`src/design/mavs_pkg.sv`:
```
`timescale 1ns / 1ps

package mavs_pkg;

    // window geometry
    localparam int ADDR_BITS   = 10;
    localparam int DEPTH       = 1 << ADDR_BITS;
    localparam int SAMPLE_BITS = 16;
    localparam int SUM_BITS    = 26;
    localparam int VOLT_BITS   = 16;

    // voltage scaling: sum * 187 / 167731
    localparam int MUL_BITS    = 8;
    localparam int DIV_BITS    = 18;
    localparam int PROD_BITS   = SUM_BITS + MUL_BITS;
    localparam int HI_SHIFT    = 16;
    localparam int HI_BITS     = PROD_BITS - HI_SHIFT;
    localparam int RECIP_SHIFT = 28;
    localparam int RECIP_BITS  = 27;
    localparam int EST_BITS    = HI_BITS + RECIP_BITS;
    localparam int QEST_BITS   = EST_BITS - RECIP_SHIFT;
    localparam int QPROD_BITS  = QEST_BITS + DIV_BITS;

    localparam logic [MUL_BITS-1:0]  VOLT_MUL = MUL_BITS'(187);
    localparam logic [DIV_BITS-1:0]  VOLT_DIV = DIV_BITS'(167731);
    localparam logic [VOLT_BITS-1:0] VOLT_MAX = VOLT_BITS'(16'hFFFF);

    // floor(2^44 / 167731), quotient estimate low by at most one
    localparam logic [RECIP_BITS-1:0] VOLT_RECIP =
        RECIP_BITS'((64'd1 << (HI_SHIFT + RECIP_SHIFT)) / 64'd167731);

endpackage

```
`src/design/mavs_scaler.sv`:
```
`timescale 1ns / 1ps

module mavs_scaler (
    input  logic                               clk,
    input  logic                               rst_n,
    input  logic                               total_valid,
    output logic                               total_stall,
    input  logic [mavs_pkg::SUM_BITS-1:0]      window_total,
    output logic                               result_valid,
    input  logic                               result_stall,
    output logic [mavs_pkg::VOLT_BITS-1:0]     voltage_mv,
    output logic [mavs_pkg::SUM_BITS-1:0]      window_sum
);

    logic                              s1_valid_reg;
    logic                              s2_valid_reg;
    logic                              s3_valid_reg;
    logic                              s4_valid_reg;
    logic                              out_valid_reg;

    logic [mavs_pkg::SUM_BITS-1:0]     s1_sum_reg;
    logic [mavs_pkg::SUM_BITS-1:0]     s2_sum_reg;
    logic [mavs_pkg::SUM_BITS-1:0]     s3_sum_reg;
    logic [mavs_pkg::SUM_BITS-1:0]     s4_sum_reg;
    logic [mavs_pkg::PROD_BITS-1:0]    s2_p_reg;
    logic [mavs_pkg::PROD_BITS-1:0]    s3_p_reg;
    logic [mavs_pkg::PROD_BITS-1:0]    s4_p_reg;
    logic [mavs_pkg::QEST_BITS-1:0]    s3_qest_reg;
    logic [mavs_pkg::QEST_BITS-1:0]    s4_qest_reg;
    logic [mavs_pkg::PROD_BITS-1:0]    s4_back_reg;
    logic [mavs_pkg::VOLT_BITS-1:0]    volt_reg;
    logic [mavs_pkg::SUM_BITS-1:0]     sum_out_reg;

    logic                              out_ready;
    logic                              s4_ready;
    logic                              s3_ready;
    logic                              s2_ready;
    logic                              s1_ready;

    logic [mavs_pkg::PROD_BITS-1:0]    p_next;
    logic [mavs_pkg::EST_BITS-1:0]     est_full;
    logic [mavs_pkg::QEST_BITS-1:0]    qest_next;
    logic [mavs_pkg::QPROD_BITS-1:0]   back_full;
    logic [mavs_pkg::PROD_BITS-1:0]    back_next;
    logic [mavs_pkg::PROD_BITS-1:0]    rem;
    logic                              bump;
    logic [mavs_pkg::QEST_BITS-1:0]    quot;
    logic [mavs_pkg::VOLT_BITS-1:0]    volt_next;

    // per-stage ready so bubbles collapse
    assign out_ready   = !out_valid_reg || !result_stall;
    assign s4_ready    = !s4_valid_reg || out_ready;
    assign s3_ready    = !s3_valid_reg || s4_ready;
    assign s2_ready    = !s2_valid_reg || s3_ready;
    assign s1_ready    = !s1_valid_reg || s2_ready;
    assign total_stall = !s1_ready;

    assign p_next    = mavs_pkg::PROD_BITS'(s1_sum_reg)
                     * mavs_pkg::PROD_BITS'(mavs_pkg::VOLT_MUL);
    assign est_full  = mavs_pkg::EST_BITS'(s2_p_reg[mavs_pkg::PROD_BITS-1:mavs_pkg::HI_SHIFT])
                     * mavs_pkg::EST_BITS'(mavs_pkg::VOLT_RECIP);
    assign qest_next = est_full[mavs_pkg::RECIP_SHIFT +: mavs_pkg::QEST_BITS];
    assign back_full = mavs_pkg::QPROD_BITS'(s3_qest_reg)
                     * mavs_pkg::QPROD_BITS'(mavs_pkg::VOLT_DIV);
    assign back_next = back_full[mavs_pkg::PROD_BITS-1:0];

    // one correction step, then saturate
    assign rem       = s4_p_reg - s4_back_reg;
    assign bump      = rem >= mavs_pkg::PROD_BITS'(mavs_pkg::VOLT_DIV);
    assign quot      = s4_qest_reg + mavs_pkg::QEST_BITS'(bump);
    assign volt_next = (quot > mavs_pkg::QEST_BITS'(mavs_pkg::VOLT_MAX))
                     ? mavs_pkg::VOLT_MAX : quot[mavs_pkg::VOLT_BITS-1:0];

    always_ff @(posedge clk or negedge rst_n)
    begin
        if (!rst_n)
        begin
            s1_valid_reg  <= 1'b0;
            s2_valid_reg  <= 1'b0;
            s3_valid_reg  <= 1'b0;
            s4_valid_reg  <= 1'b0;
            out_valid_reg <= 1'b0;
        end
        else
        begin
            if (s1_ready)
            begin
                s1_valid_reg <= total_valid;
            end
            if (s2_ready)
            begin
                s2_valid_reg <= s1_valid_reg;
            end
            if (s3_ready)
            begin
                s3_valid_reg <= s2_valid_reg;
            end
            if (s4_ready)
            begin
                s4_valid_reg <= s3_valid_reg;
            end
            if (out_ready)
            begin
                out_valid_reg <= s4_valid_reg;
            end
        end
    end

    always_ff @(posedge clk)
    begin
        if (s1_ready && total_valid)
        begin
            s1_sum_reg <= window_total;
        end
        if (s2_ready && s1_valid_reg)
        begin
            s2_sum_reg <= s1_sum_reg;
            s2_p_reg   <= p_next;
        end
        if (s3_ready && s2_valid_reg)
        begin
            s3_sum_reg  <= s2_sum_reg;
            s3_p_reg    <= s2_p_reg;
            s3_qest_reg <= qest_next;
        end
        if (s4_ready && s3_valid_reg)
        begin
            s4_sum_reg  <= s3_sum_reg;
            s4_p_reg    <= s3_p_reg;
            s4_qest_reg <= s3_qest_reg;
            s4_back_reg <= back_next;
        end
        if (out_ready && s4_valid_reg)
        begin
            volt_reg    <= volt_next;
            sum_out_reg <= s4_sum_reg;
        end
    end

    assign result_valid = out_valid_reg;
    assign voltage_mv   = volt_reg;
    assign window_sum   = sum_out_reg;

`ifndef SYNTH
    a_est_not_high: assert property (@(posedge clk) disable iff (!rst_n)
        s4_valid_reg |-> s4_p_reg >= s4_back_reg)
        else $error("quotient estimate above true quotient");

    a_est_one_low: assert property (@(posedge clk) disable iff (!rst_n)
        s4_valid_reg |-> rem < (mavs_pkg::PROD_BITS'(mavs_pkg::VOLT_DIV) << 1))
        else $error("quotient estimate more than one below");

    a_zero_sum: assert property (@(posedge clk) disable iff (!rst_n)
        (result_valid && window_sum == '0) |-> voltage_mv == '0)
        else $error("nonzero voltage for empty sum");
`endif

endmodule

```
`config.mk`:
```
export PLATFORM = sky130hd
export DESIGN_NAME = mavs_scaler
export DESIGN_NICKNAME = d
export VERILOG_FILES = /design/src/design/mavs_pkg.sv /design/src/design/mavs_scaler.sv
export SDC_FILE = /design/constraint.sdc
export NUM_CORES = 1
export LEC_CHECK = 0
export ABC_AREA = 0
export BUFFER_PORTS_ARGS = -buffer_cell sky130_fd_sc_hd__buf_2
export CAP_MARGIN = 25
export CORE_MARGIN = 3
export CORE_UTILIZATION = 27
export DETAILED_ROUTE_END_ITERATION = 8
export GPL_ROUTABILITY_DRIVEN = 0
export SLEW_MARGIN = 20
export SYNTH_ARGS = -nofsm -noshare
export SYNTH_HDL_FRONTEND = slang
export SYNTH_SLANG_ARGS = --single-unit
```
`constraint.sdc`:
```
create_clock -name clk -period 5.7 [get_ports clk]
set_clock_uncertainty 0.15 [all_clocks]
set_input_delay 0.285 -clock clk [delete_from_list [all_inputs] [get_ports clk]]
set_output_delay 0.285 -clock clk [all_outputs]
set_load 0.01 [all_outputs]
```
==> flow_results.org, run 1 <==
** Outcome
- The flow ran to the end, but the final reports show violations.
- Violated checks :: negative setup slack

** Floorplan
- Number of rows created at floorplan :: 114
- I/O Pins :: 74
- The initial utilization of the core area, before any placement, comes to 0.273.
- The die is between 300 and 400 µm wide.
- Total core area :: 96900 µm²
- The die is 319 µm tall.
- The die covers 102000 µm².

** Setup path
- Crit path to :: s4_back_reg[32]$_DFFE_PP_
- Counting cells, the worst reg-to-reg path comes to 20.
- The worst register-to-register path begins at s3_qest_reg[5]$_DFFE_PP_.
- Category of the most critical setup path :: flop to flop
- Tracing the worst setup path back leads to its startpoint at s3_qest_reg[5]$_DFFE_PP_.
- Data arrival, critical path :: 5.94 ns
- Of all nets on the critical path, the largest fanout is 2.
- Worst reg2reg path endpoint :: s4_back_reg[32]$_DFFE_PP_
- Worst-case register-to-register setup slack :: -0.1 ns
- STA puts the critical path data required time at 5.84 ns.
- STA classifies the critical path endpoint as a flop.
- Kind of start point of the critical path :: flop

** Final layout
- Of the cells placed in the final design, the portion with a size suffix greater than 1 is 0.141.
- After filler insertion, the fill cell instance count of the layout stands at 9631.
- 0 antenna diodes ended up in the layout.
- Post-route cell area :: ~31000 µm²
- Compared with the post-synthesis result, the final layout area differs by 18.6%.
- Area of the multi-input gates :: 15400 µm²
- Combined flip-flop and latch cell area :: between 9000 and 10000 µm²
- The final layout contains 3212 nets.
- Utilization of the core after routing :: 0.323
- Non-filler instance count after layout :: roughly 3800

** Global routing
- Global-route wire length before repair :: 90900 µm
- After global routing the overflow that remains totals 0.
- Combined global-route utilization of all metal layers :: 0.112
- Maximum number of pins on one net before global-route repair :: 110
- The initial antenna violation count was 3.
- The via count of the first global-routing pass was between 15000 and 20000.

** Drt
- Drt first-iter violations :: 652
- The first TritonRoute pass finished after 5 iterations.
- After detailed routing, the number of remaining DRC violations is 0.
- DR vias :: between 15000 and 20000
- Summed over all layers, the routed wires come to 55200 µm.
- The count of nets left with antenna violations once routing finished came out at 0.
- Routed vias/inst :: 4.29
- Routed wire per std cell :: 14.6 µm

** STA
- Of the available clock period, the critical path in the final layout requires 1.02.
- Setup repair after global routing could not meet its margin everywhere.
- Counting I/O delays and the setup requirement, the final critical path takes between 5 and 6 ns.
- Setup violations remaining at the end of the flow were counted as 3.
- Across all setup checks in the final design, the least slack found is -0.0957 ns.
- At the pin with the least slew margin, the transition time is around 0.83 ns.
- The count of pins over their slew limit came to 0.
- Static timing analysis puts the maximum clock frequency at 173 MHz.
- Worst slew slack as a fraction of its limit :: 0.448
- The final-report hold violation count is 0.

** Placed design
- The placed instances occupy a cell area of 29400 µm².
- Dpl cells :: 3685
- Count of input and output buffers :: 73
- Detailed placement finished with a half-perimeter wire length of between 40000 and 50000 µm.
- Timing analysis after detailed placement gives a worst setup slack of -0.224 ns.

** Clocking
- Clock tree from TritonCTS :: done
- Post-CTS clock slew at the launch and capture registers of the worst setup and hold paths :: about 0.06 ns
- For this design, the sink count on the clock tree is 317.
- The H-tree generated during clock tree synthesis spans 2 levels.
- Counting the buffers created by CTS gives 38.
- Maximum buffer depth of the clock tree :: 3
- Worst-skew pair later-pin latency :: 0.57 ns
- The tree is rooted in a sky130_fd_sc_hd__clkbuf_16.

** Synthesis
- The most used flip-flop cell after synthesis is sky130_fd_sc_hd__edfxtp_1.
- Proportion of synthesized chip area in sequential cells :: 0.359
- Of the total synthesized cell area, the portion taken by full adders, half adders and majority gates is 0.401.
- Synth Area in Simple Gates :: 0.0571
- Compound-Gate Fraction of Synth Area :: 0.0758
- Share of synthesized area spent on multiplexers :: 0.00152
- Synthesis instantiated 67 different standard cells from the library.
- Post-Syn Instances :: 2214
- Net Count, Synth :: ~2900
- Post-synthesis xor/xnor area fraction :: 0.0345
- Number of warning messages in the yosys log :: 0
- In this run the mean area of a mapped cell was roughly 12 µm².
- Post-synthesis sequential element count :: approximately 320
- In this run, synthesis inferred approximately 310 flip-flops with an integrated enable.
- For this run, asynchronously set or reset flops after synthesis account for 0.0158.
- Syn Std Cell Area :: 26400 µm²
- By area, the combinational part of the netlist is dominated by adder cells.

** Min path
- Start point of the worst hold path :: s2_sum_reg[11]$_DFFE_PP_
- Worst min-delay path category :: flop to flop

** Job
- Across the run, the number of max-cap violations was 0.
-- worst max-delay path: stages, from the launching register on --
cell                       delay [ns]
sky130_fd_sc_hd__edfxtp_1        0.41
sky130_fd_sc_hd__fa_1            0.60
sky130_fd_sc_hd__inv_2           0.04
sky130_fd_sc_hd__fa_1            0.49
sky130_fd_sc_hd__inv_2           0.05
sky130_fd_sc_hd__fa_1            0.46
sky130_fd_sc_hd__fa_1            0.51
sky130_fd_sc_hd__inv_1           0.05
sky130_fd_sc_hd__fa_1            0.47
sky130_fd_sc_hd__inv_1           0.05
sky130_fd_sc_hd__fa_1            0.54
sky130_fd_sc_hd__ha_4            0.21
sky130_fd_sc_hd__or2_4           0.23
sky130_fd_sc_hd__a21oi_2         0.13
sky130_fd_sc_hd__a31oi_2         0.07
sky130_fd_sc_hd__a221o_1         0.38
sky130_fd_sc_hd__a211o_1         0.29
sky130_fd_sc_hd__nand2_1         0.09
sky130_fd_sc_hd__o21ai_1         0.07
sky130_fd_sc_hd__a21oi_1         0.16
sky130_fd_sc_hd__xnor2_1         0.09
-- cells in the final DEF (no fill, tap or decap), drive strengths merged, types with 37 or more instances in the layout --
| cell type | count |
|---|---|
| clkbuf | 42 |
| xnor2 | 67 |
| a21oi | 94 |
| o21ai | 45 |
| a21o | 38 |
| buf | 214 |
| nor2 | 77 |
| fa | 257 |
| edfxtp | 312 |
| xor2 | 37 |
| nand2 | 62 |
| ha | 436 |
| inv | 489 |
-- logic make-up after synthesis --
logic type | Yosys count
adder cells (fa/ha/maj) | 693
buffers and inverters | 494
flip-flops | 317
AND/OR/NAND/NOR | 306
AO/OA/AOI/OAI | 296
XOR/XNOR | 104
multiplexers | 4
-- cells in the mapped netlist (all sizes together) (5+ instances only) --
master / number / area (µm²)
xor2: 37 / 324
nand2b: 14 / 87.6
nor3: 31 / 155
fa: 257 / 5140
xnor2: 67 / 587
o211ai: 5 / 42.5
o2111ai: 5 / 43.8
and3: 23 / 144
and2: 10 / 62.6
nand3: 36 / 180
nor2: 77 / 289
or2: 11 / 68.8
and4: 6 / 52.6
ha: 436 / 5460
a21oi: 94 / 470
or3: 8 / 50.1
inv: 485 / 1820
nand2: 62 / 233
a211oi: 12 / 100
a2111oi: 6 / 91.3
dfrtp: 5 / 125
nor2b: 10 / 62.6
a31oi: 16 / 100
o21a: 18 / 135
o31ai: 5 / 37.5
edfxtp: 312 / 9370
a21boi: 6 / 45.0
clkbuf: 7 / 26.3
a21o: 38 / 285
nand4: 10 / 62.6
o21bai: 14 / 105
o21ai: 45 / 229
-- timing repair --
action,CTS,global route
setup endpoints to repair,12,38
gates resized for setup,22,46
hold buffers,30,0
hold endpoints to repair,33,0
buffers inserted,6,6
pin swaps,32,24
-- worst min path at each step --
stage                                     to  slack, ns  cells after the start
floorplan           result_valid$_DFFE_PN0P_      -0.16                      0
global placement    result_valid$_DFFE_PN0P_      -0.04                      1
detailed placement  s1_valid_reg$_DFFE_PN0N_      -0.04                      1
CTS                 s1_sum_reg[15]$_DFFE_PP_       0.22                      2
global route        s1_sum_reg[18]$_DFFE_PP_       0.26                      2
finish              s3_sum_reg[11]$_DFFE_PP_       0.26                      0
-- through the flow --
step	TNS, ns	hold WS [ns]
5_1_grt	-1.69	0.262
6_report	-0.206	0.262
3_5_place_dp	-0.744	-0.0426
3_3_place_gp	-0.611	-0.0434
4_1_cts	-0.210	0.221
2_1_floorplan	0	-0.161
-- per-layer routing --
metal | track usage | routed length (µm) | vias up | part of all wire
li1 | - | - | 8109 | -
met1 | 0.150 | 25800 | 7820 | 0.47
met2 | 0.190 | 26200 | 250 | 0.47
met3 | 0.0167 | 2130 | 70 | 0.038
met4 | 0.0266 | 1070 | 0 | 0.019
met5 | 0 | 0 | - | 0
-- area by class of cell --
class / instances / share of cell area
Multi-Input combinational cell: 1403 / 0.493
Sequential cell: 317 / 0.303
Inverter: 485 / 0.0581
Timing Repair Buffer: 244 / 0.0556
Tap cell: 1276 / 0.0510
Clock buffer: 42 / 0.0308
Clock inverter: 23 / 0.00823
Power of run 1 is not shown: default switching activity piles up to over one toggle a cycle in this logic, so the estimate is an artifact.
==> inputs of run 2 (changes only) <==
==> constraint.sdc (replaced) <==
create_clock -name clk -period 5.7 [get_ports clk]
set_clock_uncertainty 0.15 [all_clocks]
set_input_delay 1.14 -clock clk [delete_from_list [all_inputs] [get_ports clk]]
set_output_delay 1.14 -clock clk [all_outputs]
set_load 0.01 [all_outputs]
==> flow_results.org, run 2 (synthesized netlist as in run 1, its figures left out) <==
** Setup path
- The number of cells on the worst reg-to-reg path is 20.
- The worst setup path is captured at a flop.
- Data arrival, critical path :: 5.96 ns
- The startpoint identified for the worst register-to-register timing path is s3_qest_reg[5]$_DFFE_PP_.
- Worst reg2reg path endpoint :: s4_back_reg[32]$_DFFE_PP_
- Worst-case register-to-register setup slack :: -0.10 ns
- In this run the worst path has a maximum fanout of 3.
- At the worst endpoint, the required time is 5.86 ns.
- The worst setup path is of the flop to flop kind.
- STA classifies the critical path startpoint as a flop.

** Drt
- Routed wire per std cell :: approximately 15 µm
- Drt first-iter violations :: 665
- The routed design has between 50000 and 60000 µm of wire.
- After detailed routing, the number of vias per cell comes to 4.29.
- DRC :: 0
- Detailed Routing Iterations Pass 1 :: 6
- For this block, the via count after detailed routing is ~16000.
- The detail route stage leaves a number of antenna-violating nets equal to 0.

** STA
- Hold_ws :: 0.245 ns
- Fraction of the cycle the final worst path needs :: 1.02
- Hold Vio Cnt, Final :: 0
- The count of pins over their slew limit was 0.
- Peak clock frequency supported by timing :: 172 MHz
- Worst Setup Slack, final :: -0.102 ns
- For the finished layout, the period the worst path requires is slightly below 6 ns.
- RSZ-0062 raised after global routing :: true
- At the pin with the least slew margin, the transition time is 0.988 ns.
- Setup violations remaining at the end of the flow were counted as 3.
- The worst pin sits at a relative slew slack of 0.342.

** Floorplan
- Number of rows created at floorplan :: roughly 110
- For this configuration, the core starts out at a cell density of 0.273.
- The die covers a little over 100000 µm².
- 74 I/O pins were placed.
- Total core area :: 96900 µm²
- Die height :: around 320 µm
- In this run the horizontal extent of the chip is between 300 and 400 µm.

** Clocking
- Post-CTS clock slew at the launch and capture registers of the worst setup and hold paths :: 0.06 ns
- No sink is reached through more buffers than the 3 on the longest clock path.
- The number of clock buffers added by TritonCTS is 37.
- For this design, the CTS-stage hold fixing added 0 buffers.
- The cell sitting at the root of the clock tree is a sky130_fd_sc_hd__clkbuf_16.
- Clock tree from TritonCTS :: done
- For the worst-skew pair, the clock arrives at the later sink with an insertion delay of 0.57 ns.
- The clock tree synthesis step divided the H-tree into 2 levels.
- The clock net in this run drives a total of 317 sinks.

** Final layout
- Top library cells by usage in the layout, fill and taps aside :: 474 x sky130_fd_sc_hd__inv_1, 418 x sky130_fd_sc_hd__ha_1, 312 x sky130_fd_sc_hd__edfxtp_1, 248 x sky130_fd_sc_hd__fa_1, 128 x sky130_fd_sc_hd__buf_4
- Most common cell after layout, fill and taps aside :: sky130_fd_sc_hd__inv_1
- Relative to the synthesized area, the layout overhead comes to 17.4%.
- Combined flip-flop and latch cell area :: roughly 9500 µm²
- Summing all non-filler instances in the final layout gives an area of 31000 µm².
- For this run, the post-layout net count is 3170.
- Filler Cell Count :: 9684
- In the final layout, the share of cells above drive strength 1 is 0.142.
- Area of the multi-input gates :: 15500 µm²

** Outcome
- Outcome :: complete, but fails checks
- The final reports fail on negative setup slack.

** Placed design
- Detailed-placement wirelength estimate :: 45000 µm
- Area of placed instances :: 29200 µm²
- Count of input and output buffers :: 73

** Global routing
- Number of global-route vias before repair :: 17100
- Number of antenna violations at the first check in global routing :: 4
- Across every metal layer, demand over resource in global routing totals 0.111.
- Entering global routing, the biggest net connects 89 pins.
- For this run the aggregate overflow at the end of global routing stands at 0.
- The first global-routing pass estimated roughly 90000 µm of wire.

** Min path
- Worst min-delay path category :: primary input to asynchronous set/reset pin

** Job
- Max-capacitance violation count :: 0
run 2: metal layers:
metal / track usage / part of all wire
met5: 0 / 0
met4: 0.0255 / 0.019
met3: 0.0153 / 0.035
met2: 0.189 / 0.48
met1: 0.150 / 0.47
run 2: critical path, stage by stage (launching register included):
cell and delay [ns]:
sky130_fd_sc_hd__edfxtp_1 0.42, sky130_fd_sc_hd__fa_1 0.58, sky130_fd_sc_hd__inv_1 0.06, sky130_fd_sc_hd__fa_1 0.51, sky130_fd_sc_hd__inv_2 0.05, sky130_fd_sc_hd__fa_1 0.46, sky130_fd_sc_hd__fa_1 0.54, sky130_fd_sc_hd__inv_2 0.04
sky130_fd_sc_hd__fa_1 0.47, sky130_fd_sc_hd__inv_1 0.04, sky130_fd_sc_hd__fa_1 0.52, sky130_fd_sc_hd__ha_4 0.21, sky130_fd_sc_hd__or2_4 0.23, sky130_fd_sc_hd__a21oi_2 0.13, sky130_fd_sc_hd__a31oi_2 0.06, sky130_fd_sc_hd__a221o_1 0.38
sky130_fd_sc_hd__a211o_1 0.31, sky130_fd_sc_hd__nand2_1 0.09, sky130_fd_sc_hd__o21ai_1 0.06, sky130_fd_sc_hd__a21oi_1 0.18, sky130_fd_sc_hd__xnor2_1 0.08
run 2: final cells by class:
| class | instances | area share |
|---|---|---|
| Timing Repair Buffer | 203 | 0.0438 |
| Antenna cell | 1 | 0.0000807 |
| Inverter | 485 | 0.0587 |
| Clock buffer | 40 | 0.0302 |
| Multi-Input combinational cell | 1403 | 0.499 |
| Sequential cell | 317 | 0.306 |
| Tap cell | 1276 | 0.0515 |
| Clock inverter | 27 | 0.0101 |
run 2: stage by stage:
step | worst slack (ns) | util | TNS (ns) | instances
global placement | -0.181 | 0.302 | -0.510 | 3665
detailed placement | -0.267 | 0.302 | -1.09 | 3665
global route | -0.299 | 0.320 | -1.70 | 3751
floorplan | 0.0268 | - | 0 | 2214
finish | -0.102 | 0.320 | -0.200 | 3752
CTS | -0.107 | 0.316 | -0.252 | 3742
run 2: worst max path at each step:
stage / from / end / slack (ns) / cells after the start
floorplan: s3_qest_reg[8]$_DFFE_PP_ / s4_back_reg[32]$_DFFE_PP_ / 0.03 / 17
global placement: s3_qest_reg[2]$_DFFE_PP_ / s4_back_reg[33]$_DFFE_PP_ / -0.18 / 19
detailed placement: s3_qest_reg[2]$_DFFE_PP_ / s4_back_reg[33]$_DFFE_PP_ / -0.27 / 19
CTS: s3_qest_reg[5]$_DFFE_PP_ / s4_back_reg[32]$_DFFE_PP_ / -0.11 / 20
global route: s3_qest_reg[5]$_DFFE_PP_ / s4_back_reg[32]$_DFFE_PP_ / -0.30 / 20
finish: s3_qest_reg[5]$_DFFE_PP_ / s4_back_reg[32]$_DFFE_PP_ / -0.10 / 20
run 2: repair_timing:
item,4_1_cts,5_1_grt
pin swaps,24,52
buffers inserted,10,9
setup endpoints to repair,13,40
resized for setup,13,63
Power of run 2 is left out for the same reason.
==> inputs of run 3 (changes only) <==
- TNS_END_PERCENT: default -> 30
==> flow_results.org, run 3 (synthesized netlist as in run 1, its figures left out) <==
** Setup path
- Of all nets on the critical path, the largest fanout is 3.
- The worst setup path is launched from a flop.
- The critical path is of the flop to flop type.
- At the worst endpoint, the required time is 5.88 ns.
- Data arrives at the worst endpoint at around 6 ns.
- Origin of the worst setup path :: s3_qest_reg[7]$_DFFE_PP_
- Critical Path End Type :: flop
- In this run the critical register-to-register path is launched from s3_qest_reg[7]$_DFFE_PP_.

** Floorplan
- The die is roughly 320 µm wide.
- The die is 319 µm tall.
- During I/O placement, the number of pins put on the boundary was 74.
- In this run the core area contains 114 standard-cell rows.
- The floorplan step defined a core boundary enclosing 96900 µm².
- Initial core utilization :: 0.273
- The floorplan step defined a die boundary enclosing 102000 µm².

** Drt
- The first routing iteration left 678 violations.
- After detailed routing, the average wire length per cell comes to 14.5 µm.
- In the routed design, unresolved DRC markers number 0.
- Detailed Routing Iterations Pass 1 :: 4
- Final WL :: 54800 µm
- Summing over every cut layer, the via total after detailed routing is between 15000 and 20000.
- Remaining number of nets flagged by the antenna check after routing :: 0
- Routed vias/inst :: 4.29

** STA
- Worst-margin pin slew :: 0.784 ns
- The final-report hold violation count is 0.
- The count of pins over their slew limit is 0.
- RSZ-0062 raised after global routing :: true
- Fraction of the cycle the final worst path needs :: 1.03
- Min cycle time layout :: just under 6 ns
- Worst slew slack as a fraction of its limit :: 0.478
- Setup slack on the critical path of the routed design comes to -0.174 ns.
- Final setup violation count :: 5
- Static timing analysis puts the maximum clock frequency at 170 MHz.

** Global routing
- Number of antenna violations at the first check in global routing :: 6
- The via count of the first global-routing pass was 17200.
- Global-route wire length before repair :: approximately 90000 µm
- Entering global routing, the biggest net connects 110 pins.
- Summed over all layers, the global routing overflow is 0.
- Combined global-route utilization of all metal layers :: 0.111

** Min path
- Worst min-delay path category :: primary input to asynchronous set/reset pin

** Outcome
- The flow ran to the end, but the final reports show violations.
- Violated checks :: negative setup slack

** Clocking
- After clock tree synthesis, the clock-pin slew on the worst setup and hold paths is ~0.060 ns.
- CTS H-Tree Depth :: 2
- TritonCTS Sinks :: 317
- Clock tree from TritonCTS :: done
- Clock tree synthesis inserted a total of 40 buffers.
- Worst-skew pair later-pin latency :: 0.60 ns
- In this run the deepest clock path goes through 3 buffers.
- The cell sitting at the root of the clock tree is a sky130_fd_sc_hd__clkbuf_16.
- The number of hold buffers added after CTS was 0.

** Final layout
- Final antenna diode count :: 0
- In the final layout, the share of cells above drive strength 1 is 0.153.
- The finished cells cover about 31000 µm².
- Top library cells by usage in the layout, fill and taps aside :: 476 x sky130_fd_sc_hd__inv_1, 416 x sky130_fd_sc_hd__ha_1, 312 x sky130_fd_sc_hd__edfxtp_1, 246 x sky130_fd_sc_hd__fa_1, 142 x sky130_fd_sc_hd__buf_4
- After filler insertion, the fill cell instance count of the layout stands at 9652.
- The library cell used most frequently in the layout, excluding fill and tap cells, is sky130_fd_sc_hd__inv_1.
- The area growth from synthesis to layout is 18.7%.
- In the final design database the tool counted approximately 3200 nets.

** Placed design
- Area of placed instances :: 29400 µm²
- The wire-length estimate of the detail-placed layout is 44100 µm.
- Buffers placed on the I/O ports in this run total 73.

** Job
- Max-capacitance violation count :: 0
run 3: changes by cell type in the layout (fill, tap and decap cells not counted), sizes merged:
cell	before	now
inv	488	490
bufinv	4	6
clkbuf	40	43
clkinv	18	16
buf	203	223
diode	1	0
run 3: final timing paths:
path / slack [ns] / depth (start not counted) / endpoint
max: -0.17 / 19 / s4_back_reg[30]$_DFFE_PP_
min: 0.21 / 1 / s2_valid_reg$_DFFE_PN0P_
max reg2reg: -0.17 / 19 / s4_back_reg[30]$_DFFE_PP_
min reg2reg: 0.26 / 0 / s3_sum_reg[12]$_DFFE_PP_
max in group asynchronous: 5.06 / 1 / s3_valid_reg$_DFFE_PN0P_
min in group clk: 0.26 / 0 / s3_sum_reg[12]$_DFFE_PP_
run 3: metrics by stage:
| step | worst slack, ns | hold WS, ns | setup TNS, ns | utilization | cells |
|---|---|---|---|---|---|
| detailed placement | -0.491 | 0.255 | -2.58 | 0.303 | 3687 |
| floorplan | -0.244 | 0.250 | -0.508 | - | 2214 |
| global route | -0.309 | 0.181 | -1.82 | 0.324 | 3776 |
| CTS | -0.249 | 0.166 | -0.729 | 0.320 | 3767 |
| finish | -0.174 | 0.206 | -0.411 | 0.324 | 3776 |
| global placement | -0.426 | 0.250 | -1.73 | 0.303 | 3687 |
run 3: final cells by class:
type,count,area [µm²],area share
tap,1276,1600,0.0509
inverter,485,1820,0.0581
clock buffer,43,1010,0.0323
sequential,317,9490,0.303
multi-input combinational,1403,15500,0.495
clock inverter,29,367,0.0117
timing repair buffer,223,1550,0.0493
run 3: worst max-delay path: stages (launching register included):
cell                       delay [ns]
sky130_fd_sc_hd__edfxtp_1        0.42
sky130_fd_sc_hd__fa_1            0.58
sky130_fd_sc_hd__inv_1           0.06
sky130_fd_sc_hd__fa_1            0.49
sky130_fd_sc_hd__inv_1           0.06
sky130_fd_sc_hd__fa_1            0.46
sky130_fd_sc_hd__fa_1            0.53
sky130_fd_sc_hd__inv_2           0.04
sky130_fd_sc_hd__fa_1            0.48
sky130_fd_sc_hd__inv_1           0.05
sky130_fd_sc_hd__fa_1            0.52
sky130_fd_sc_hd__ha_4            0.21
sky130_fd_sc_hd__or2_4           0.24
sky130_fd_sc_hd__a21oi_4         0.14
sky130_fd_sc_hd__a31oi_4         0.06
sky130_fd_sc_hd__a221o_1         0.37
sky130_fd_sc_hd__a211o_1         0.30
sky130_fd_sc_hd__a31o_1          0.24
sky130_fd_sc_hd__a21oi_2         0.15
sky130_fd_sc_hd__xnor2_1         0.07
run 3: timing repair:
action,in CTS,in global routing
endpoints found under the setup margin,14,37
pin swaps,40,51
setup buffers,9,9
gates resized for setup,32,60
run 3: routing by layer:
| metal | vias up | part of all wire | global-route usage |
|---|---|---|---|
| li1 | 8063 | - | - |
| met2 | 197 | 0.47 | 0.186 |
| met1 | 7843 | 0.47 | 0.149 |
| met3 | 80 | 0.037 | 0.0180 |
| met4 | 0 | 0.019 | 0.0260 |
| met5 | - | 0 | 0 |
Power of run 3 is left out for the same reason.
